**src/rtl/lbgc_pkg.sv**
```systemverilog
// Shared constants, types and register indexes of the LED bar gradient chaser.
`timescale 1ns / 1ps

package lbgc_pkg;

    localparam int BAR_CELLS   = 9;
    localparam int IDX_W       = 4;
    localparam int COLOR_W     = 24;
    localparam int CH_W        = 8;
    localparam int STEPS_W     = 8;
    localparam int PERIOD_W    = 16;
    localparam int TICKS_W     = 17;
    localparam int TDATA_W     = 32;
    localparam int CFG_IDX_W   = 2;
    localparam int QUEUE_DEPTH = 4;
    localparam int QPTR_W      = 2;
    localparam int QCNT_W      = 3;
    localparam int DIV_CNT_W   = 4;
    localparam int NUM_DIV     = 6;
    localparam int DSEL_W      = 3;

    localparam logic [IDX_W-1:0]     LAST_CELL = IDX_W'(BAR_CELLS - 1);
    localparam logic [TICKS_W-1:0]   TICKS_MAX = {TICKS_W{1'b1}};

    localparam logic [CFG_IDX_W-1:0] REG_ACCENT = 2'd0;
    localparam logic [CFG_IDX_W-1:0] REG_STEPS  = 2'd1;
    localparam logic [CFG_IDX_W-1:0] REG_PERIOD = 2'd2;

    localparam logic [COLOR_W-1:0]   ACCENT_RESET = 24'hFF0000;
    localparam logic [STEPS_W-1:0]   STEPS_RESET  = 8'd50;
    localparam logic [PERIOD_W-1:0]  PERIOD_RESET = 16'd50;

    typedef enum logic {
        CMD_TICK,
        CMD_WRITE
    } t_cmd_kind;

    typedef struct packed {
        t_cmd_kind          kind;
        logic [IDX_W-1:0]   idx;
        logic [COLOR_W-1:0] color;
    } t_cmd;

    typedef enum logic [1:0] {
        ST_IDLE,
        ST_DSTART,
        ST_DWAIT,
        ST_EMIT
    } t_back_state;

endpackage

```
**src/rtl/led_bar_gradient_chaser.sv**
```systemverilog
// Top level of the LED bar gradient chaser.
`timescale 1ns / 1ps

// Requests are millisecond ticks (tuser low) or base color writes (tuser high) for
// one of the nine cells. Once the ticks since the last frame exceed frame_period,
// the block sends one frame of nine cell colors, cell 0 first, tlast on cell 8.
// A write updates the base color store in the frame engine. A tick that starts a frame
// runs six serial divisions through the shared restoring divider and then sends one
// cell per cycle while the output is not stalled. A four-entry queue keeps taking
// requests while a frame is being built, until it is full. The base color store resets
// to all cells off.

module led_bar_gradient_chaser (
    input  logic                          i_clk,
    input  logic                          i_rst_n,
    input  logic                          i_cfg_wen,
    input  logic [lbgc_pkg::CFG_IDX_W-1:0] i_cfg_idx,
    input  logic [lbgc_pkg::COLOR_W-1:0]   i_cfg_wdata,
    input  logic                          s_axis_tvalid,
    output logic                          s_axis_tready,
    // Fields from bit 0: cell_index[3:0], cell_color[27:4], zero fill.
    input  logic [lbgc_pkg::TDATA_W-1:0]   s_axis_tdata,
    // Fields from bit 0: action.
    input  logic                          s_axis_tuser,
    output logic                          m_axis_tvalid,
    input  logic                          m_axis_tready,
    // Fields from bit 0: led_index[3:0], led_color[27:4], zero fill.
    output logic [lbgc_pkg::TDATA_W-1:0]   m_axis_tdata,
    output logic                          m_axis_tlast
);

    logic           w_push_valid;
    logic           w_push_ready;
    lbgc_pkg::t_cmd w_push_cmd;
    logic           w_pop_valid;
    logic           w_pop;
    lbgc_pkg::t_cmd w_pop_cmd;

    lbgc_front u_front (
        .i_clk         (i_clk),
        .i_rst_n       (i_rst_n),
        .s_axis_tvalid (s_axis_tvalid),
        .s_axis_tready (s_axis_tready),
        .s_axis_tdata  (s_axis_tdata),
        .s_axis_tuser  (s_axis_tuser),
        .o_push_valid  (w_push_valid),
        .i_push_ready  (w_push_ready),
        .o_cmd         (w_push_cmd)
    );

    lbgc_queue u_queue (
        .i_clk        (i_clk),
        .i_rst_n      (i_rst_n),
        .i_push_valid (w_push_valid),
        .o_push_ready (w_push_ready),
        .i_cmd        (w_push_cmd),
        .o_pop_valid  (w_pop_valid),
        .i_pop        (w_pop),
        .o_cmd        (w_pop_cmd)
    );

    lbgc_back u_back (
        .i_clk       (i_clk),
        .i_rst_n     (i_rst_n),
        .i_cfg_wen   (i_cfg_wen),
        .i_cfg_idx   (i_cfg_idx),
        .i_cfg_wdata (i_cfg_wdata),
        .i_q_valid   (w_pop_valid),
        .i_q_cmd     (w_pop_cmd),
        .o_q_pop     (w_pop),
        .o_m_tvalid  (m_axis_tvalid),
        .i_m_tready  (m_axis_tready),
        .o_m_tdata   (m_axis_tdata),
        .o_m_tlast   (m_axis_tlast)
    );

endmodule

```
**src/rtl/lbgc_div.sv**
```systemverilog
// Restoring divider for one 8-bit color difference, one quotient bit per cycle.
`timescale 1ns / 1ps

module lbgc_div (
    input  logic                     i_clk,
    input  logic                     i_rst_n,
    input  logic                     i_start,
    input  logic [lbgc_pkg::CH_W-1:0] i_dividend,
    input  logic [lbgc_pkg::CH_W-1:0] i_divisor,
    output logic                     o_done,
    output logic [lbgc_pkg::CH_W-1:0] o_quotient
);

    logic                              r_busy;
    logic                              r_done;
    logic [lbgc_pkg::DIV_CNT_W-1:0]    r_cnt;
    logic [lbgc_pkg::CH_W-1:0]         r_rem;
    logic [lbgc_pkg::CH_W-1:0]         r_quo;
    logic [lbgc_pkg::CH_W:0]           n_trial;
    logic [lbgc_pkg::CH_W:0]           n_sub;
    logic                              n_fit;
    logic [lbgc_pkg::CH_W-1:0]         n_rem;

    always_comb begin
        n_trial = {r_rem, r_quo[lbgc_pkg::CH_W-1]};
        n_sub   = n_trial - {1'b0, i_divisor};
        n_fit   = (n_trial >= {1'b0, i_divisor});
        n_rem   = n_fit ? n_sub[lbgc_pkg::CH_W-1:0] : n_trial[lbgc_pkg::CH_W-1:0];
    end

    always_ff @(posedge i_clk) begin
        if (!i_rst_n) begin
            r_busy <= 1'b0;
            r_done <= 1'b0;
            r_cnt  <= '0;
        end else begin
            r_done <= 1'b0;
            if (i_start) begin
                r_busy <= 1'b1;
                r_cnt  <= '0;
            end else if (r_busy) begin
                r_cnt <= r_cnt + 1'b1;
                if (r_cnt == lbgc_pkg::DIV_CNT_W'(lbgc_pkg::CH_W - 1)) begin
                    r_busy <= 1'b0;
                    r_done <= 1'b1;
                end
            end
        end
    end

    always_ff @(posedge i_clk) begin
        if (i_start) begin
            r_rem <= '0;
            r_quo <= i_dividend;
        end else if (r_busy) begin
            r_rem <= n_rem;
            r_quo <= {r_quo[lbgc_pkg::CH_W-2:0], n_fit};
        end
    end

    assign o_done     = r_done;
    assign o_quotient = r_quo;

endmodule

```
**src/rtl/lbgc_front.sv**
```systemverilog
// Input stage that takes requests, classifies them and drops writes to missing cells.
`timescale 1ns / 1ps

module lbgc_front (
    input  logic                        i_clk,
    input  logic                        i_rst_n,
    input  logic                        s_axis_tvalid,
    output logic                        s_axis_tready,
    input  logic [lbgc_pkg::TDATA_W-1:0] s_axis_tdata,
    input  logic                        s_axis_tuser,
    output logic                        o_push_valid,
    input  logic                        i_push_ready,
    output lbgc_pkg::t_cmd              o_cmd
);

    logic                 r_valid;
    lbgc_pkg::t_cmd       r_cmd;
    lbgc_pkg::t_cmd       n_cmd;
    logic                 n_keep;
    logic                 n_accept;

    always_comb begin
        n_cmd.kind  = s_axis_tuser ? lbgc_pkg::CMD_WRITE : lbgc_pkg::CMD_TICK;
        n_cmd.idx   = s_axis_tdata[lbgc_pkg::IDX_W-1:0];
        n_cmd.color = s_axis_tdata[lbgc_pkg::IDX_W +: lbgc_pkg::COLOR_W];
        n_keep      = !(s_axis_tuser && (n_cmd.idx > lbgc_pkg::LAST_CELL));
        n_accept    = s_axis_tvalid && s_axis_tready;
    end

    assign s_axis_tready = !r_valid || i_push_ready;

    always_ff @(posedge i_clk) begin
        if (!i_rst_n) begin
            r_valid <= 1'b0;
        end else if (n_accept) begin
            r_valid <= n_keep;
        end else if (i_push_ready) begin
            r_valid <= 1'b0;
        end
    end

    always_ff @(posedge i_clk) begin
        if (n_accept) begin
            r_cmd <= n_cmd;
        end
    end

    assign o_push_valid = r_valid;
    assign o_cmd        = r_cmd;

endmodule

```
**src/rtl/lbgc_queue.sv**
```systemverilog
// Short command queue between the input stage and the frame engine.
`timescale 1ns / 1ps

module lbgc_queue (
    input  logic           i_clk,
    input  logic           i_rst_n,
    input  logic           i_push_valid,
    output logic           o_push_ready,
    input  lbgc_pkg::t_cmd i_cmd,
    output logic           o_pop_valid,
    input  logic           i_pop,
    output lbgc_pkg::t_cmd o_cmd
);

    lbgc_pkg::t_cmd                 r_mem [lbgc_pkg::QUEUE_DEPTH];
    logic [lbgc_pkg::QPTR_W-1:0]    r_wr;
    logic [lbgc_pkg::QPTR_W-1:0]    r_rd;
    logic [lbgc_pkg::QCNT_W-1:0]    r_count;
    logic                           n_push;
    logic                           n_pop;

    assign o_push_ready = (r_count != lbgc_pkg::QCNT_W'(lbgc_pkg::QUEUE_DEPTH));
    assign o_pop_valid  = (r_count != '0);
    assign n_push       = i_push_valid && o_push_ready;
    assign n_pop        = i_pop && o_pop_valid;
    assign o_cmd        = r_mem[r_rd];

    always_ff @(posedge i_clk) begin
        if (!i_rst_n) begin
            r_wr    <= '0;
            r_rd    <= '0;
            r_count <= '0;
        end else begin
            if (n_push) begin
                r_wr <= r_wr + 1'b1;
            end
            if (n_pop) begin
                r_rd <= r_rd + 1'b1;
            end
            if (n_push && !n_pop) begin
                r_count <= r_count + 1'b1;
            end else if (n_pop && !n_push) begin
                r_count <= r_count - 1'b1;
            end
        end
    end

    always_ff @(posedge i_clk) begin
        if (n_push) begin
            r_mem[r_wr] <= i_cmd;
        end
    end

endmodule

```
**src/rtl/lbgc_back.sv**
```systemverilog
// Frame engine: base color store, tick counting, gradient division and cell output.
`timescale 1ns / 1ps

module lbgc_back (
    input  logic                          i_clk,
    input  logic                          i_rst_n,
    input  logic                          i_cfg_wen,
    input  logic [lbgc_pkg::CFG_IDX_W-1:0] i_cfg_idx,
    input  logic [lbgc_pkg::COLOR_W-1:0]   i_cfg_wdata,
    input  logic                          i_q_valid,
    input  lbgc_pkg::t_cmd                i_q_cmd,
    output logic                          o_q_pop,
    output logic                          o_m_tvalid,
    input  logic                          i_m_tready,
    output logic [lbgc_pkg::TDATA_W-1:0]   o_m_tdata,
    output logic                          o_m_tlast
);

    localparam int CW = lbgc_pkg::CH_W;
    localparam int IW = lbgc_pkg::IDX_W;

    function automatic logic [CW-1:0] chan(input logic [lbgc_pkg::COLOR_W-1:0] c,
                                           input logic [1:0] sel);
        logic [CW-1:0] v;
        v = c[CW-1:0];
        if (sel == 2'd0) begin
            v = c[3*CW-1:2*CW];
        end else if (sel == 2'd1) begin
            v = c[2*CW-1:CW];
        end
        return v;
    endfunction

    lbgc_pkg::t_back_state              r_state;
    lbgc_pkg::t_back_state              n_state;
    logic [lbgc_pkg::COLOR_W-1:0]       r_accent;
    logic [lbgc_pkg::STEPS_W-1:0]       r_steps;
    logic [lbgc_pkg::PERIOD_W-1:0]      r_period;
    logic [lbgc_pkg::COLOR_W-1:0]       r_base [lbgc_pkg::BAR_CELLS];
    logic [IW-1:0]                      r_head;
    logic [lbgc_pkg::STEPS_W-1:0]       r_step;
    logic [lbgc_pkg::TICKS_W-1:0]       r_ticks;
    logic [lbgc_pkg::DSEL_W-1:0]        r_dsel;
    logic [CW-1:0]                      r_ofs [lbgc_pkg::NUM_DIV];
    logic [IW-1:0]                      r_cell;
    logic                               r_out_valid;
    logic [IW-1:0]                      r_out_idx;
    logic [lbgc_pkg::COLOR_W-1:0]       r_out_color;
    logic                               r_out_last;

    logic [IW-1:0]                      n_mid;
    logic [IW-1:0]                      n_tail;
    logic [IW-1:0]                      n_rd_addr;
    logic [lbgc_pkg::COLOR_W-1:0]       n_base_rd;
    logic                               n_head_side;
    logic [1:0]                         n_ch;
    logic [CW-1:0]                      n_a;
    logic [CW-1:0]                      n_b;
    logic                               n_neg;
    logic [CW-1:0]                      n_mag;
    logic [CW-1:0]                      n_grad;
    logic [2*CW-1:0]                    n_prod;
    logic [lbgc_pkg::TICKS_W-1:0]       n_ticks_inc;
    logic                               n_frame;
    logic                               n_div_start;
    logic                               n_div_done;
    logic [CW-1:0]                      n_quo;
    logic                               n_out_load;
    logic [lbgc_pkg::COLOR_W-1:0]       n_fade_head;
    logic [lbgc_pkg::COLOR_W-1:0]       n_fade_tail;
    logic [lbgc_pkg::COLOR_W-1:0]       n_color;

    always_comb begin
        n_mid  = (r_head == '0) ? lbgc_pkg::LAST_CELL : r_head - 1'b1;
        n_tail = (r_head < IW'(2)) ? r_head + IW'(lbgc_pkg::BAR_CELLS - 2)
                                   : r_head - IW'(2);
        n_head_side = (r_dsel < lbgc_pkg::DSEL_W'(3));
        if (r_state == lbgc_pkg::ST_EMIT) begin
            n_rd_addr = r_cell;
        end else begin
            n_rd_addr = n_head_side ? r_head : n_tail;
        end
        n_base_rd = r_base[n_rd_addr];
        n_ch = n_head_side ? r_dsel[1:0] : 2'(r_dsel - lbgc_pkg::DSEL_W'(3));
        if (n_head_side) begin
            n_a = chan(n_base_rd, n_ch);
            n_b = chan(r_accent, n_ch);
        end else begin
            n_a = chan(r_accent, n_ch);
            n_b = chan(n_base_rd, n_ch);
        end
        n_neg  = (n_b < n_a);
        n_mag  = n_neg ? n_a - n_b : n_b - n_a;
        if (r_steps == '0) begin
            n_grad = '0;
        end else begin
            n_grad = n_neg ? CW'(-n_quo) : n_quo;
        end
        n_prod = r_step * n_grad;

        n_ticks_inc = (r_ticks == lbgc_pkg::TICKS_MAX) ? r_ticks : r_ticks + 1'b1;
        n_frame     = (n_ticks_inc > {1'b0, r_period});

        n_fade_head = {chan(n_base_rd, 2'd0) + r_ofs[0],
                       chan(n_base_rd, 2'd1) + r_ofs[1],
                       chan(n_base_rd, 2'd2) + r_ofs[2]};
        n_fade_tail = {chan(r_accent, 2'd0) + r_ofs[3],
                       chan(r_accent, 2'd1) + r_ofs[4],
                       chan(r_accent, 2'd2) + r_ofs[5]};
        if (r_cell == r_head) begin
            n_color = n_fade_head;
        end else if (r_cell == n_mid) begin
            n_color = r_accent;
        end else if (r_cell == n_tail) begin
            n_color = n_fade_tail;
        end else begin
            n_color = n_base_rd;
        end
    end

    always_comb begin
        n_state     = r_state;
        o_q_pop     = 1'b0;
        n_div_start = 1'b0;
        n_out_load  = 1'b0;
        unique case (r_state)
            lbgc_pkg::ST_IDLE: begin
                if (i_q_valid) begin
                    o_q_pop = 1'b1;
                    if (i_q_cmd.kind == lbgc_pkg::CMD_TICK && n_frame) begin
                        n_state = lbgc_pkg::ST_DSTART;
                    end
                end
            end
            lbgc_pkg::ST_DSTART: begin
                n_div_start = 1'b1;
                n_state     = lbgc_pkg::ST_DWAIT;
            end
            lbgc_pkg::ST_DWAIT: begin
                if (n_div_done) begin
                    if (r_dsel == lbgc_pkg::DSEL_W'(lbgc_pkg::NUM_DIV - 1)) begin
                        n_state = lbgc_pkg::ST_EMIT;
                    end else begin
                        n_state = lbgc_pkg::ST_DSTART;
                    end
                end
            end
            lbgc_pkg::ST_EMIT: begin
                if (!r_out_valid || i_m_tready) begin
                    n_out_load = 1'b1;
                    if (r_cell == lbgc_pkg::LAST_CELL) begin
                        n_state = lbgc_pkg::ST_IDLE;
                    end
                end
            end
        endcase
    end

    lbgc_div u_div (
        .i_clk      (i_clk),
        .i_rst_n    (i_rst_n),
        .i_start    (n_div_start),
        .i_dividend (n_mag),
        .i_divisor  (r_steps),
        .o_done     (n_div_done),
        .o_quotient (n_quo)
    );

    always_ff @(posedge i_clk) begin
        if (!i_rst_n) begin
            r_state     <= lbgc_pkg::ST_IDLE;
            r_accent    <= lbgc_pkg::ACCENT_RESET;
            r_steps     <= lbgc_pkg::STEPS_RESET;
            r_period    <= lbgc_pkg::PERIOD_RESET;
            r_head      <= '0;
            r_step      <= '0;
            r_ticks     <= '0;
            r_dsel      <= '0;
            r_cell      <= '0;
            r_out_valid <= 1'b0;
            for (int i = 0; i < lbgc_pkg::BAR_CELLS; i++) begin
                r_base[i] <= '0;
            end
        end else begin
            r_state <= n_state;
            if (i_cfg_wen) begin
                if (i_cfg_idx == lbgc_pkg::REG_ACCENT) begin
                    r_accent <= i_cfg_wdata;
                end else if (i_cfg_idx == lbgc_pkg::REG_STEPS) begin
                    r_steps <= i_cfg_wdata[lbgc_pkg::STEPS_W-1:0];
                end else if (i_cfg_idx == lbgc_pkg::REG_PERIOD) begin
                    r_period <= i_cfg_wdata[lbgc_pkg::PERIOD_W-1:0];
                end
            end
            if (o_q_pop) begin
                if (i_q_cmd.kind == lbgc_pkg::CMD_WRITE) begin
                    r_base[i_q_cmd.idx] <= i_q_cmd.color;
                end else begin
                    r_ticks <= n_frame ? '0 : n_ticks_inc;
                    r_dsel  <= '0;
                end
            end
            if (r_state == lbgc_pkg::ST_DWAIT && n_div_done) begin
                r_dsel <= r_dsel + 1'b1;
            end
            if (n_out_load) begin
                r_out_valid <= 1'b1;
                if (r_cell == lbgc_pkg::LAST_CELL) begin
                    r_cell <= '0;
                    if (r_step == r_steps) begin
                        r_step <= '0;
                        r_head <= (r_head == lbgc_pkg::LAST_CELL) ? '0 : r_head + 1'b1;
                    end else begin
                        r_step <= r_step + 1'b1;
                    end
                end else begin
                    r_cell <= r_cell + 1'b1;
                end
            end else if (i_m_tready) begin
                r_out_valid <= 1'b0;
            end
        end
    end

    always_ff @(posedge i_clk) begin
        if (r_state == lbgc_pkg::ST_DWAIT && n_div_done) begin
            r_ofs[r_dsel] <= n_prod[CW-1:0];
        end
        if (n_out_load) begin
            r_out_idx   <= r_cell;
            r_out_color <= n_color;
            r_out_last  <= (r_cell == lbgc_pkg::LAST_CELL);
        end
    end

    assign o_m_tvalid = r_out_valid;
    assign o_m_tdata  = {{(lbgc_pkg::TDATA_W - IW - lbgc_pkg::COLOR_W){1'b0}},
                         r_out_color, r_out_idx};
    assign o_m_tlast  = r_out_last;

endmodule

```
**config.mk**
```make
export PLATFORM = sky130hd
export DESIGN_NAME = led_bar_gradient_chaser
export DESIGN_NICKNAME = d
export VERILOG_FILES = /design/src/rtl/lbgc_pkg.sv /design/src/rtl/led_bar_gradient_chaser.sv /design/src/rtl/lbgc_div.sv /design/src/rtl/lbgc_front.sv /design/src/rtl/lbgc_queue.sv /design/src/rtl/lbgc_back.sv
export SDC_FILE = /design/constraint.sdc
export NUM_CORES = 1
export LEC_CHECK = 0
export ABC_AREA = 1
export BUFFER_PORTS_ARGS = -buffer_cell sky130_fd_sc_hd__buf_2
export CAP_MARGIN = 20
export CORE_UTILIZATION = 50
export CTS_CLUSTER_SIZE = 10
export DETAILED_ROUTE_END_ITERATION = 10
export PLACE_DENSITY_LB_ADDON = 0.2
export RECOVER_POWER = 25
export SLEW_MARGIN = 20
export SYNTH_ARGS = -nofsm -noshare
export SYNTH_HDL_FRONTEND = slang
export SYNTH_SLANG_ARGS = --single-unit
```
**constraint.sdc**
```tcl
create_clock -name i_clk -period 9.4 [get_ports i_clk]
set_input_delay 1.88 -clock i_clk [delete_from_list [all_inputs] [get_ports i_clk]]
set_output_delay 1.88 -clock i_clk [all_outputs]
set_load 0.02 [all_outputs]
```
==> results of run 1 <==
Yosys cell counts, drive strengths merged, types with 2 or more instances:
library cell and instances:
a221oi 4, nand3 191, nor4 6, o221ai 36, fa 20, a21o 3, nand3b 20, xnor2 21
mux2i 2, edfxtp 614, nor2 395, nor3b 2, a22o 2, inv 329, o21bai 5, dfxtp 111
nand4 26, a211oi 9, xor2 54, ha 116, a21oi 242, or2 5, o311ai 3, a32oi 28
clkinv 27, o211ai 105, buf 100, nor3 24, nand2 591, a31oi 5, o31ai 3, o21ai 270
o22ai 31, clkbuf 75
metal layers:
metal | up-vias | global-route usage
met5 | - | 0
met2 | 914 | 0.386
met1 | 12200 | 0.358
met3 | 174 | 0.0350
li1 | 12300 | -
met4 | 4 | 0.0995
placed cells by master (no fill, tap or decap), types with 20 or more instances in the layout:
cell / synthesis / final
sky130_fd_sc_hd__edfxtp_1: 614 / 614
sky130_fd_sc_hd__nand2_1: 575 / 571
sky130_fd_sc_hd__nor2_1: 390 / 378
sky130_fd_sc_hd__inv_1: 316 / 314
sky130_fd_sc_hd__a21oi_1: 238 / 237
sky130_fd_sc_hd__o21ai_0: 199 / 198
sky130_fd_sc_hd__nand3_1: 187 / 186
sky130_fd_sc_hd__ha_1: 116 / 116
sky130_fd_sc_hd__dfxtp_1: 111 / 111
sky130_fd_sc_hd__o211ai_1: 93 / 93
sky130_fd_sc_hd__buf_2: 40 / 88
sky130_fd_sc_hd__clkbuf_16: 0 / 87
sky130_fd_sc_hd__buf_4: 24 / 75
sky130_fd_sc_hd__o21ai_1: 62 / 63
sky130_fd_sc_hd__xor2_1: 54 / 54
sky130_fd_sc_hd__o221ai_1: 35 / 35
sky130_fd_sc_hd__clkinv_1: 27 / 31
sky130_fd_sc_hd__o22ai_1: 31 / 31
sky130_fd_sc_hd__clkbuf_1: 75 / 31
sky130_fd_sc_hd__a32oi_1: 28 / 28
sky130_fd_sc_hd__nand4_1: 26 / 26
sky130_fd_sc_hd__nor3_1: 24 / 23
sky130_fd_sc_hd__xnor2_1: 21 / 21
sky130_fd_sc_hd__nand3b_1: 20 / 20
sky130_fd_sc_hd__fa_1: 20 / 20
final cells by class:
type                            instances  area (um^2)
Clock buffer                          108         2270
Clock inverter                         13          184
Fill cell                            6005        30500
Inverter                              356         1340
Multi-Input combinational cell       2228        12500
Sequential cell                       725        20700
Tap cell                              940         1180
Timing Repair Buffer                  192         1360
state kept, by name, indices dropped and copies added (netlist names), 8 cells and up, named ones only:
| signal | flops |
|---|---|
| u_queue.r_mem | 116 |
| u_back.r_base | 384 |
| u_back.r_accent | 24 |
| u_back.r_ticks | 17 |
| u_front.o_cmd | 29 |
| u_back.u_div.o_quotient | 8 |
| u_back.r_period | 16 |
| u_back.r_out_color | 24 |
| u_back.r_ofs | 48 |
| u_back.r_steps | 8 |
| u_back.r_step | 8 |
| u_back.u_div.r_rem | 8 |
power by group through the flow:
stage / combinational [mW] / clock [mW] / sequential [mW]
floorplan: 1.00 / 0 / 3.97
global placement: 1.52 / 0 / 4.01
detailed placement: 1.54 / 0 / 4.02
CTS: 1.55 / 3.03 / 3.95
global route: 1.72 / 3.15 / 3.98
finish: 1.56 / 2.99 / 3.96
cell families after synthesis:
group	after synthesis	share of synthesized area
AND/OR/NAND/NOR	1260	0.151
adder cells (fa/ha/maj)	136	0.0524
multiplexers	2	0.000566
buffers and inverters	531	0.0657
flip-flops	725	0.584
XOR/XNOR	75	0.0186
other	1	0.000106
AO/OA/AOI/OAI	750	0.128
path summary, 6_finish.rpt:
check                                                   start                            to  slack (ns)  cells after the start
worst max-delay path            u_back.r_head[1]$_SDFFE_PN0P_  u_back.r_ofs[1][7]$_DFFE_PP_        0.50                     45
worst min-delay path             u_queue.r_rd[1]$_SDFFE_PN0P_                      register        0.45                      2
worst max register to register  u_back.r_head[1]$_SDFFE_PN0P_  u_back.r_ofs[1][7]$_DFFE_PP_        0.50                     45
worst min register to register   u_queue.r_rd[1]$_SDFFE_PN0P_                      register        0.45                      2
critical path, delay by kind of cell (launching register included):
family / cells / cell delay, ns
fa+ha+maj: 8 / 3.22
xor+xnor: 3 / 0.53
compound gates: 8 / 1.26
flops: 1 / 0.43
simple gates: 17 / 1.98
buf+inv: 9 / 1.08
stage by stage:
step	power, mW	worst slack, ns	instance area [um^2]
after floorplan	4.98	1.77	35400
after global placement	5.53	0.383	36900
after detailed placement	5.56	0.333	37000
after CTS	8.53	0.283	39400
after global routing	8.85	0.0397	39500
final	8.50	0.501	39500
repair_timing:
item / 4_1_cts / 5_1_grt
hold buffers: 0 / 0
gates resized for setup: 0 / 6
setup buffers: 0 / 10
endpoints found under the setup margin: 0 / 6
==> tab_implementation.tex, run 1 <==
\begin{tabular}{lr}
\hline
Metric & Value \\
\hline
\multicolumn{2}{l}{\textbf{Timing}} \\
\quad Max-slew violations & 120 \\
\quad Hold WS & 0.451 ns \\
\quad Final min period & 8.90 ns \\
\quad RSZ-0062 raised after global routing & false \\
\quad Worst slew pin tran & 1.92 ns \\
\quad Total negative slack & 0 ns \\
\quad Final worst-path cycle share & 0.947 \\
\quad Worst Skew & 0.0337 ns \\
\quad Max Fclk & 112 MHz \\
\quad Setup violators final & 0 \\
\quad Worst rel slew slack & -0.282 \\
\quad Final hold violation count & 0 \\
\multicolumn{2}{l}{\textbf{Clocking}} \\
\quad Num CTS Buffers & 85 \\
\quad Number of H-tree levels & 3 \\
\quad Worst skew pair latency & 0.65 ns \\
\quad Max Buffers Root-to-Sink & 3 \\
\quad Total number of clock tree sinks & 725 \\
\quad Clock tree from TritonCTS & built \\
\quad Register clock-pin slew on the reported worst setup and hold paths & 0.06 ns \\
\quad Root buf cell & sky130\_fd\_sc\_hd\_\_clkbuf\_16 \\
\multicolumn{2}{l}{\textbf{Worst setup path}} \\
\quad Crit end category & register \\
\quad Type of the worst setup path & reg2reg \\
\quad Highest cell delay on the worst timing path & 0.54 ns \\
\quad Crit path required time & 9.72 ns \\
\quad Type of element launching the critical path & register \\
\quad Cell with the biggest individual delay on the critical path & sky130\_fd\_sc\_hd\_\_fa\_1 \\
\quad Maximum fanout encountered on the critical timing path & 43 \\
\quad Arrival time at the worst endpoint & 9.22 ns \\
\quad Cell repeated most along the worst path & sky130\_fd\_sc\_hd\_\_nand2\_1 \\
\multicolumn{2}{l}{\textbf{GRT}} \\
\quad Overall fraction of global-route tracks in use & 0.250 \\
\quad Antenna violations before repair & 2 \\
\quad Maximum number of pins on one net before global-route repair & 76 \\
\quad Leftover overflow at the end of global routing & 0 \\
\quad Number of global-route vias before repair & 23400 \\
\quad Wire length of the first global-routing pass & 136 mm \\
\multicolumn{2}{l}{\textbf{Routing}} \\
\quad Wire length on met2 & 40.1 mm \\
\quad DRT antenna net count & 0 \\
\quad Uppermost layer routed & met5 \\
\quad Routed wirelength normalized by instance count & 19.7 um \\
\quad Drt first pass iters & 9 \\
\quad Total Routed Length & 89.9 mm \\
\quad Total via count in the routed design & 25600 \\
\quad Initial detailed-routing violation count & 2288 \\
\quad DRC & 2 \\
\quad Via/cell ratio & 5.61 \\
\quad Length of routed met3 wiring & 6.29 mm \\
\quad Metal-1 WL & 40.6 mm \\
\multicolumn{2}{l}{\textbf{Job}} \\
\quad MaxCap Viol Count & 4 \\
\multicolumn{2}{l}{\textbf{Synthesis}} \\
\quad Synth unique cells & 61 \\
\quad Number of enable flip-flop cells after synthesis & 614 \\
\quad Post-Synthesis Mean Instance Area & 10.2 um\^{}2 \\
\quad Cell type contributing the most total cell area after synthesis & sky130\_fd\_sc\_hd\_\_edfxtp\_1 \\
\quad Most used flip-flop cell after synthesis & sky130\_fd\_sc\_hd\_\_edfxtp\_1 \\
\quad Async set-or-reset flop fraction in the synthesized netlist & 0 \\
\quad Cell area after technology mapping & 35400 um\^{}2 \\
\quad Number of warning messages in the yosys log & 0 \\
\quad Sequential cell area fraction in the yosys report & 0.584 \\
\quad Area contributors post-synth & sky130\_fd\_sc\_hd\_\_edfxtp\_1 (52\%), sky130\_fd\_sc\_hd\_\_dfxtp\_1 (6.3\%), sky130\_fd\_sc\_hd\_\_nand2\_1 (6.1\%) \\
\quad Cell count after synthesis & 3480 \\
\quad Fraction of post-synthesis cell area in the top cell type by area & 0.521 \\
\quad Flip-flop and latch count after synthesis & 725 \\
\multicolumn{2}{l}{\textbf{Cells and area}} \\
\quad Count of placed standard cells in the final layout, fillers left out & 4562 \\
\quad Ratio of cells with drive above 1 in the final layout & 0.103 \\
\quad Post-layout util & 0.564 \\
\quad Antenna cell count & 0 \\
\quad Final layout net count & 3788 \\
\quad Layout area overhead & 11.6\% \\
\multicolumn{2}{l}{\textbf{Floorplan}} \\
\quad Vertical die dimension & 268 um \\
\quad DIE AREA & 71800 um\^{}2 \\
\quad Initial Utilization & 0.505 \\
\quad Core ar. & 70000 um\^{}2 \\
\quad Standard-cell rows & 97 \\
\quad Ports placed on the boundary & 99 \\
\quad Horizontal die dimension & 268 um \\
\multicolumn{2}{l}{\textbf{Pwr}} \\
\quad Leakage dissipation & 15.6 nW \\
\quad Pwr/cell area & 215 nW/um\^{}2 \\
\quad Switching power & 2.54 mW \\
\quad Combinational Power Share & 0.183 \\
\quad Switching Fraction & 0.298 \\
\quad Clock network fraction of total power & 0.351 \\
\quad Highest ir drop seen on vdd & 0.152 mV \\
\quad Internal power consumption & 5.96 mW \\
\quad Sequential share of power & 0.466 \\
\multicolumn{2}{l}{\textbf{Worst hold path}} \\
\quad Type of the most critical hold path & reg2reg \\
\multicolumn{2}{l}{\textbf{Placement}} \\
\quad Count of buffers from port buffering & 90 \\
\quad Post-detailed-placement half-perimeter wirelength & 57.9 mm \\
\quad Placed instance count & 4429 \\
\quad Gpl congestion & 0.877 \\
\multicolumn{2}{l}{\textbf{Outcome}} \\
\quad Violations in the final reports & design-rule violations, max-capacitance violations, max-slew violations \\
\quad Result of the run & complete, but fails checks \\
\hline
\end{tabular}
Note: power is estimated with default switching activity, not from simulation.
==> inputs of run 2 (changes only) <==
--- a/config.mk
+++ b/config.mk
@@ -9,6 +9,7 @@
 export BUFFER_PORTS_ARGS = -buffer_cell sky130_fd_sc_hd__buf_2
 export CAP_MARGIN = 20
 export CORE_UTILIZATION = 50
+export CTS_BUF_LIST = sky130_fd_sc_hd__clkbuf_4 sky130_fd_sc_hd__clkbuf_8
 export CTS_CLUSTER_SIZE = 10
 export DETAILED_ROUTE_END_ITERATION = 10
 export PLACE_DENSITY_LB_ADDON = 0.2
==> constraint.sdc (replaced) <==
create_clock -name i_clk -period 9.4 [get_ports i_clk]
set_input_delay 1.88 -clock i_clk [delete_from_list [all_inputs] [get_ports i_clk]]
set_output_delay 1.88 -clock i_clk [all_outputs]
set_load 0.1 [all_outputs]
==> run 2 against run 1 <==
  * The run ends with max-capacitance violations, max-slew violations left
  * Register-to-register slack got worse by 0.16 ns
  * Sequential share of layout area barely moved
  * Core utilization barely moved
  * Combinational power barely moved
  * Non-clock buffer count rose by 1
  * Cell count rose by 2.1%
  * Clock-buffer cell count rose by 63
  * Sequential cell count did not move
  * Largest power group unchanged
==> tab_implementation.tex, run 2 (same netlist as run 1, synthesis figures left out) <==
\begin{tabular}{lr}
\hline
Metric & Value \\
\hline
\multicolumn{2}{l}{\textbf{Outcome}} \\
\quad Result of the run & complete, but fails checks \\
\quad Violations in the final reports & max-capacitance violations, max-slew violations \\
\multicolumn{2}{l}{\textbf{Timing}} \\
\quad Final min period & 9.06 ns (+0.162 ns) \\
\quad Worst Skew & 0.0488 ns (+0.0151 ns) \\
\quad Crit path setup slack, layout & 0.339 ns (-0.162 ns) \\
\quad Final worst-path cycle share & 0.964 (+0.0172) \\
\quad Worst rel slew slack & -0.242 (+0.0407) \\
\quad RSZ-0062 raised after global routing & false \\
\quad Max Fclk & 110 MHz (-1.8\%) \\
\quad Final hold violation count & 0 (unchanged) \\
\quad Worst slew pin tran & 1.86 ns (-0.0610 ns) \\
\quad Max-slew violations & 120 (unchanged) \\
\quad Setup violators final & 0 (unchanged) \\
\quad Total negative slack & 0 ns (unchanged) \\
\multicolumn{2}{l}{\textbf{Cells and area}} \\
\quad Cell area after layout & 39500 um\^{}2 (about the same) \\
\quad Register area & 20700 um\^{}2 (about the same) \\
\quad Ratio of cells with drive above 1 in the final layout & 0.127 (+0.0242) \\
\quad Total area of multi-input combinational cells & 12500 um\^{}2 (about the same) \\
\quad Max reg flops & 384 (unchanged) \\
\quad Layout area overhead & 11.5\% (about the same) \\
\quad Top flop regs & u\_back.r\_base: 384 flops, u\_queue.r\_mem: 116 flops, u\_back.r\_ofs: 48 flops \\
\quad Final layout net count & 3823 (+0.92\%) \\
\quad Largest reg by FF count & u\_back.r\_base \\
\quad Count of fill cells added during filler insertion & 6042 (+0.62\%) \\
\quad Most common cell after layout, fill and taps aside & sky130\_fd\_sc\_hd\_\_edfxtp\_1 \\
\quad Commonest non-fill, non-tap cells in the layout & sky130\_fd\_sc\_hd\_\_edfxtp\_1 (614), sky130\_fd\_sc\_hd\_\_nand2\_1 (569), sky130\_fd\_sc\_hd\_\_nor2\_1 (378) \\
\multicolumn{2}{l}{\textbf{Placement}} \\
\quad Gpl congestion & 0.877 (unchanged) \\
\quad Post-detailed-placement half-perimeter wirelength & 57.9 mm (unchanged) \\
\quad Count of buffers from port buffering & 90 (unchanged) \\
\quad Setup slack at placement & 0.333 ns (unchanged) \\
\quad Cell Area, Placed & 37000 um\^{}2 (unchanged) \\
\multicolumn{2}{l}{\textbf{Routing}} \\
\quad Via/cell ratio & 5.52 (-1.5\%) \\
\quad Total via count in the routed design & 25700 (+0.57\%) \\
\quad Drt first pass iters & 6 (-3) \\
\quad DRC & 0 (-2) \\
\quad Routed wirelength normalized by instance count & 19.4 um (-1.7\%) \\
\quad Total Routed Length & 90.3 mm (+0.36\%) \\
\quad DRT antenna net count & 0 (unchanged) \\
\quad Initial detailed-routing violation count & 2210 (-3.4\%) \\
\multicolumn{2}{l}{\textbf{Worst hold path}} \\
\quad Type of the most critical hold path & reg2reg \\
\quad Worst hold path depth & 2 (unchanged) \\
\quad Min-Delay Startpoint & u\_queue.r\_rd[1]\$\_SDFFE\_PN0P\_ \\
\multicolumn{2}{l}{\textbf{Pwr}} \\
\quad Combinational Power Share & 0.189 (+0.006) \\
\quad Leakage dissipation & 15.7 nW (+0.63\%) \\
\quad Switching Fraction & 0.310 (+0.0112) \\
\quad Switching power & 2.57 mW (+1.5\%) \\
\quad Internal power consumption & 5.74 mW (-3.8\%) \\
\quad Clock network fraction of total power & 0.335 (-0.016) \\
\quad Pwr/cell area & 211 nW/um\^{}2 (-2.1\%) \\
\quad Highest ir drop seen on vdd & 0.135 mV (-11\%) \\
\quad Sequential share of power & 0.476 (+0.010) \\
\multicolumn{2}{l}{\textbf{Worst setup path}} \\
\quad R2r startpoint & u\_back.r\_dsel[2]\$\_SDFFE\_PN0P\_ \\
\quad Crit end category & register \\
\quad Worst Reg2Reg Path Length in Cells & 40 (-11\%) \\
\quad Arrival time at the worst endpoint & 9.43 ns (+0.21 ns) \\
\quad Register-to-register setup slack & 0.34 ns (-0.16 ns) \\
\quad Highest cell delay on the worst timing path & 0.56 ns (+0.02 ns) \\
\quad Type of the worst setup path & reg2reg \\
\quad Maximum fanout encountered on the critical timing path & 51 (+19\%) \\
\quad Type of element launching the critical path & register \\
\quad Crit path required time & 9.77 ns (+0.05 ns) \\
\quad Worst reg2reg endpoint & u\_back.r\_ofs[2][7]\$\_DFFE\_PP\_ \\
\quad Cell with the biggest individual delay on the critical path & sky130\_fd\_sc\_hd\_\_dfxtp\_1 \\
\quad Cell repeated most along the worst path & sky130\_fd\_sc\_hd\_\_nand2\_1 \\
\multicolumn{2}{l}{\textbf{Job}} \\
\quad MaxCap Viol Count & 4 (unchanged) \\
\multicolumn{2}{l}{\textbf{GRT}} \\
\quad Number of global-route vias before repair & 23600 (+0.77\%) \\
\quad Maximum number of pins on one net before global-route repair & 76 (unchanged) \\
\quad Leftover overflow at the end of global routing & 0 (unchanged) \\
\quad Antenna violations before repair & 3 (+1) \\
\quad Wire length of the first global-routing pass & 136 mm (+0.16\%) \\
\quad Overall fraction of global-route tracks in use & 0.251 (+0.000303) \\
\multicolumn{2}{l}{\textbf{Clocking}} \\
\quad Worst skew pair latency & 0.77 ns (+0.12 ns) \\
\quad Hold buffer count at CTS & 0 (unchanged) \\
\quad Total number of clock tree sinks & 725 (unchanged) \\
\quad Clock tree from TritonCTS & built \\
\quad Number of H-tree levels & 3 (unchanged) \\
\quad Root buf cell & sky130\_fd\_sc\_hd\_\_clkbuf\_8 \\
\quad Max Buffers Root-to-Sink & 3 (unchanged) \\
\quad Register clock-pin slew on the reported worst setup and hold paths & 0.06 ns (about the same) \\
\quad Num CTS Buffers & 118 (+39\%) \\
\multicolumn{2}{l}{\textbf{Floorplan}} \\
\quad Ports placed on the boundary & 99 (unchanged) \\
\quad Initial Utilization & 0.505 (unchanged) \\
\quad Vertical die dimension & 268 um (unchanged) \\
\quad Horizontal die dimension & 268 um (unchanged) \\
\quad DIE AREA & 71800 um\^{}2 (unchanged) \\
\quad Core ar. & 70000 um\^{}2 (unchanged) \\
\quad Standard-cell rows & 97 (unchanged) \\
\hline
\end{tabular}
-- run 2: cell count changes in the layout (fill, tap and decap cells not counted), sizes merged --
| cell | previous run | this run |
|---|---|---|
| buf | 178 | 179 |
| bufinv | 1 | 3 |
| clkbuf | 122 | 185 |
| clkinv | 36 | 61 |
| clkinvlp | 1 | 2 |
| diode | 0 | 1 |
| inv | 331 | 335 |
-- run 2: stage by stage --
step | util | total power, mW | std cells | hold slack (ns)
2_1_floorplan | - | 4.99 | 3483 | 0.433
3_3_place_gp | 0.527 | 5.55 | 4428 | 0.454
3_5_place_dp | 0.528 | 5.57 | 4429 | 0.462
4_1_cts | 0.562 | 8.34 | 4644 | 0.470
5_1_grt | 0.563 | 8.67 | 4659 | 0.492
6_report | 0.563 | 8.31 | 4659 | 0.467
-- run 2: worst max-delay path by stage --
stage | from | depth (start not counted) | to
global placement | u_back.r_dsel[2]$_SDFFE_PN0P_ | 44 | u_back.r_ofs[5][7]$_DFFE_PP_
CTS | u_back.r_dsel[2]$_SDFFE_PN0P_ | 40 | u_back.r_ofs[5][7]$_DFFE_PP_
detailed placement | u_back.r_dsel[2]$_SDFFE_PN0P_ | 40 | u_back.r_ofs[5][7]$_DFFE_PP_
global route | u_back.r_dsel[2]$_SDFFE_PN0P_ | 40 | u_back.r_ofs[5][7]$_DFFE_PP_
finish | u_back.r_dsel[2]$_SDFFE_PN0P_ | 40 | u_back.r_ofs[2][7]$_DFFE_PP_
floorplan | u_back.r_head[0]$_SDFFE_PN0P_ | 47 | u_back.r_ofs[0][7]$_DFFE_PP_
-- run 2: worst max-delay path: cells and delay by family, from the launching register on --
kind	cells	cell delay (ns)
AND/OR/NAND/NOR	16	2.64
adder cells (fa/ha/maj)	6	2.63
AO/OA/AOI/OAI	9	1.64
buffers and inverters	6	0.59
flip-flops	1	0.56
XOR/XNOR	3	0.54
-- run 2: routing by layer --
layer	global-route usage	vias up	part of all wire
met5	0	-	0.00014
met2	0.385	904	0.44
met1	0.360	12200	0.45
met3	0.0360	199	0.073
li1	-	12400	-
met4	0.0985	2	0.035
-- run 2: power by group through the flow --
stage | logic, mW | clock network, mW | registers [mW]
floorplan | 1.01 | 0 | 3.98
global placement | 1.53 | 0 | 4.01
detailed placement | 1.55 | 0 | 4.02
CTS | 1.56 | 2.83 | 3.95
global route | 1.74 | 2.96 | 3.98
finish | 1.57 | 2.79 | 3.95
-- run 2: layout make-up --
class | count | share of cell area
Sequential cell | 725 | 0.524
Multi-Input combinational cell | 2228 | 0.317
Clock buffer | 171 | 0.0520
Timing Repair Buffer | 193 | 0.0350
Inverter | 356 | 0.0340
Tap cell | 940 | 0.0298
Clock inverter | 44 | 0.00863
Timing Repair inverter | 1 | 0.000190
Antenna cell | 1 | 0.0000634
-- run 2: what timing repair did --
action	4_1_cts	5_1_grt
resized for setup	0	8
buffers inserted	0	11
setup endpoints to repair	0	6
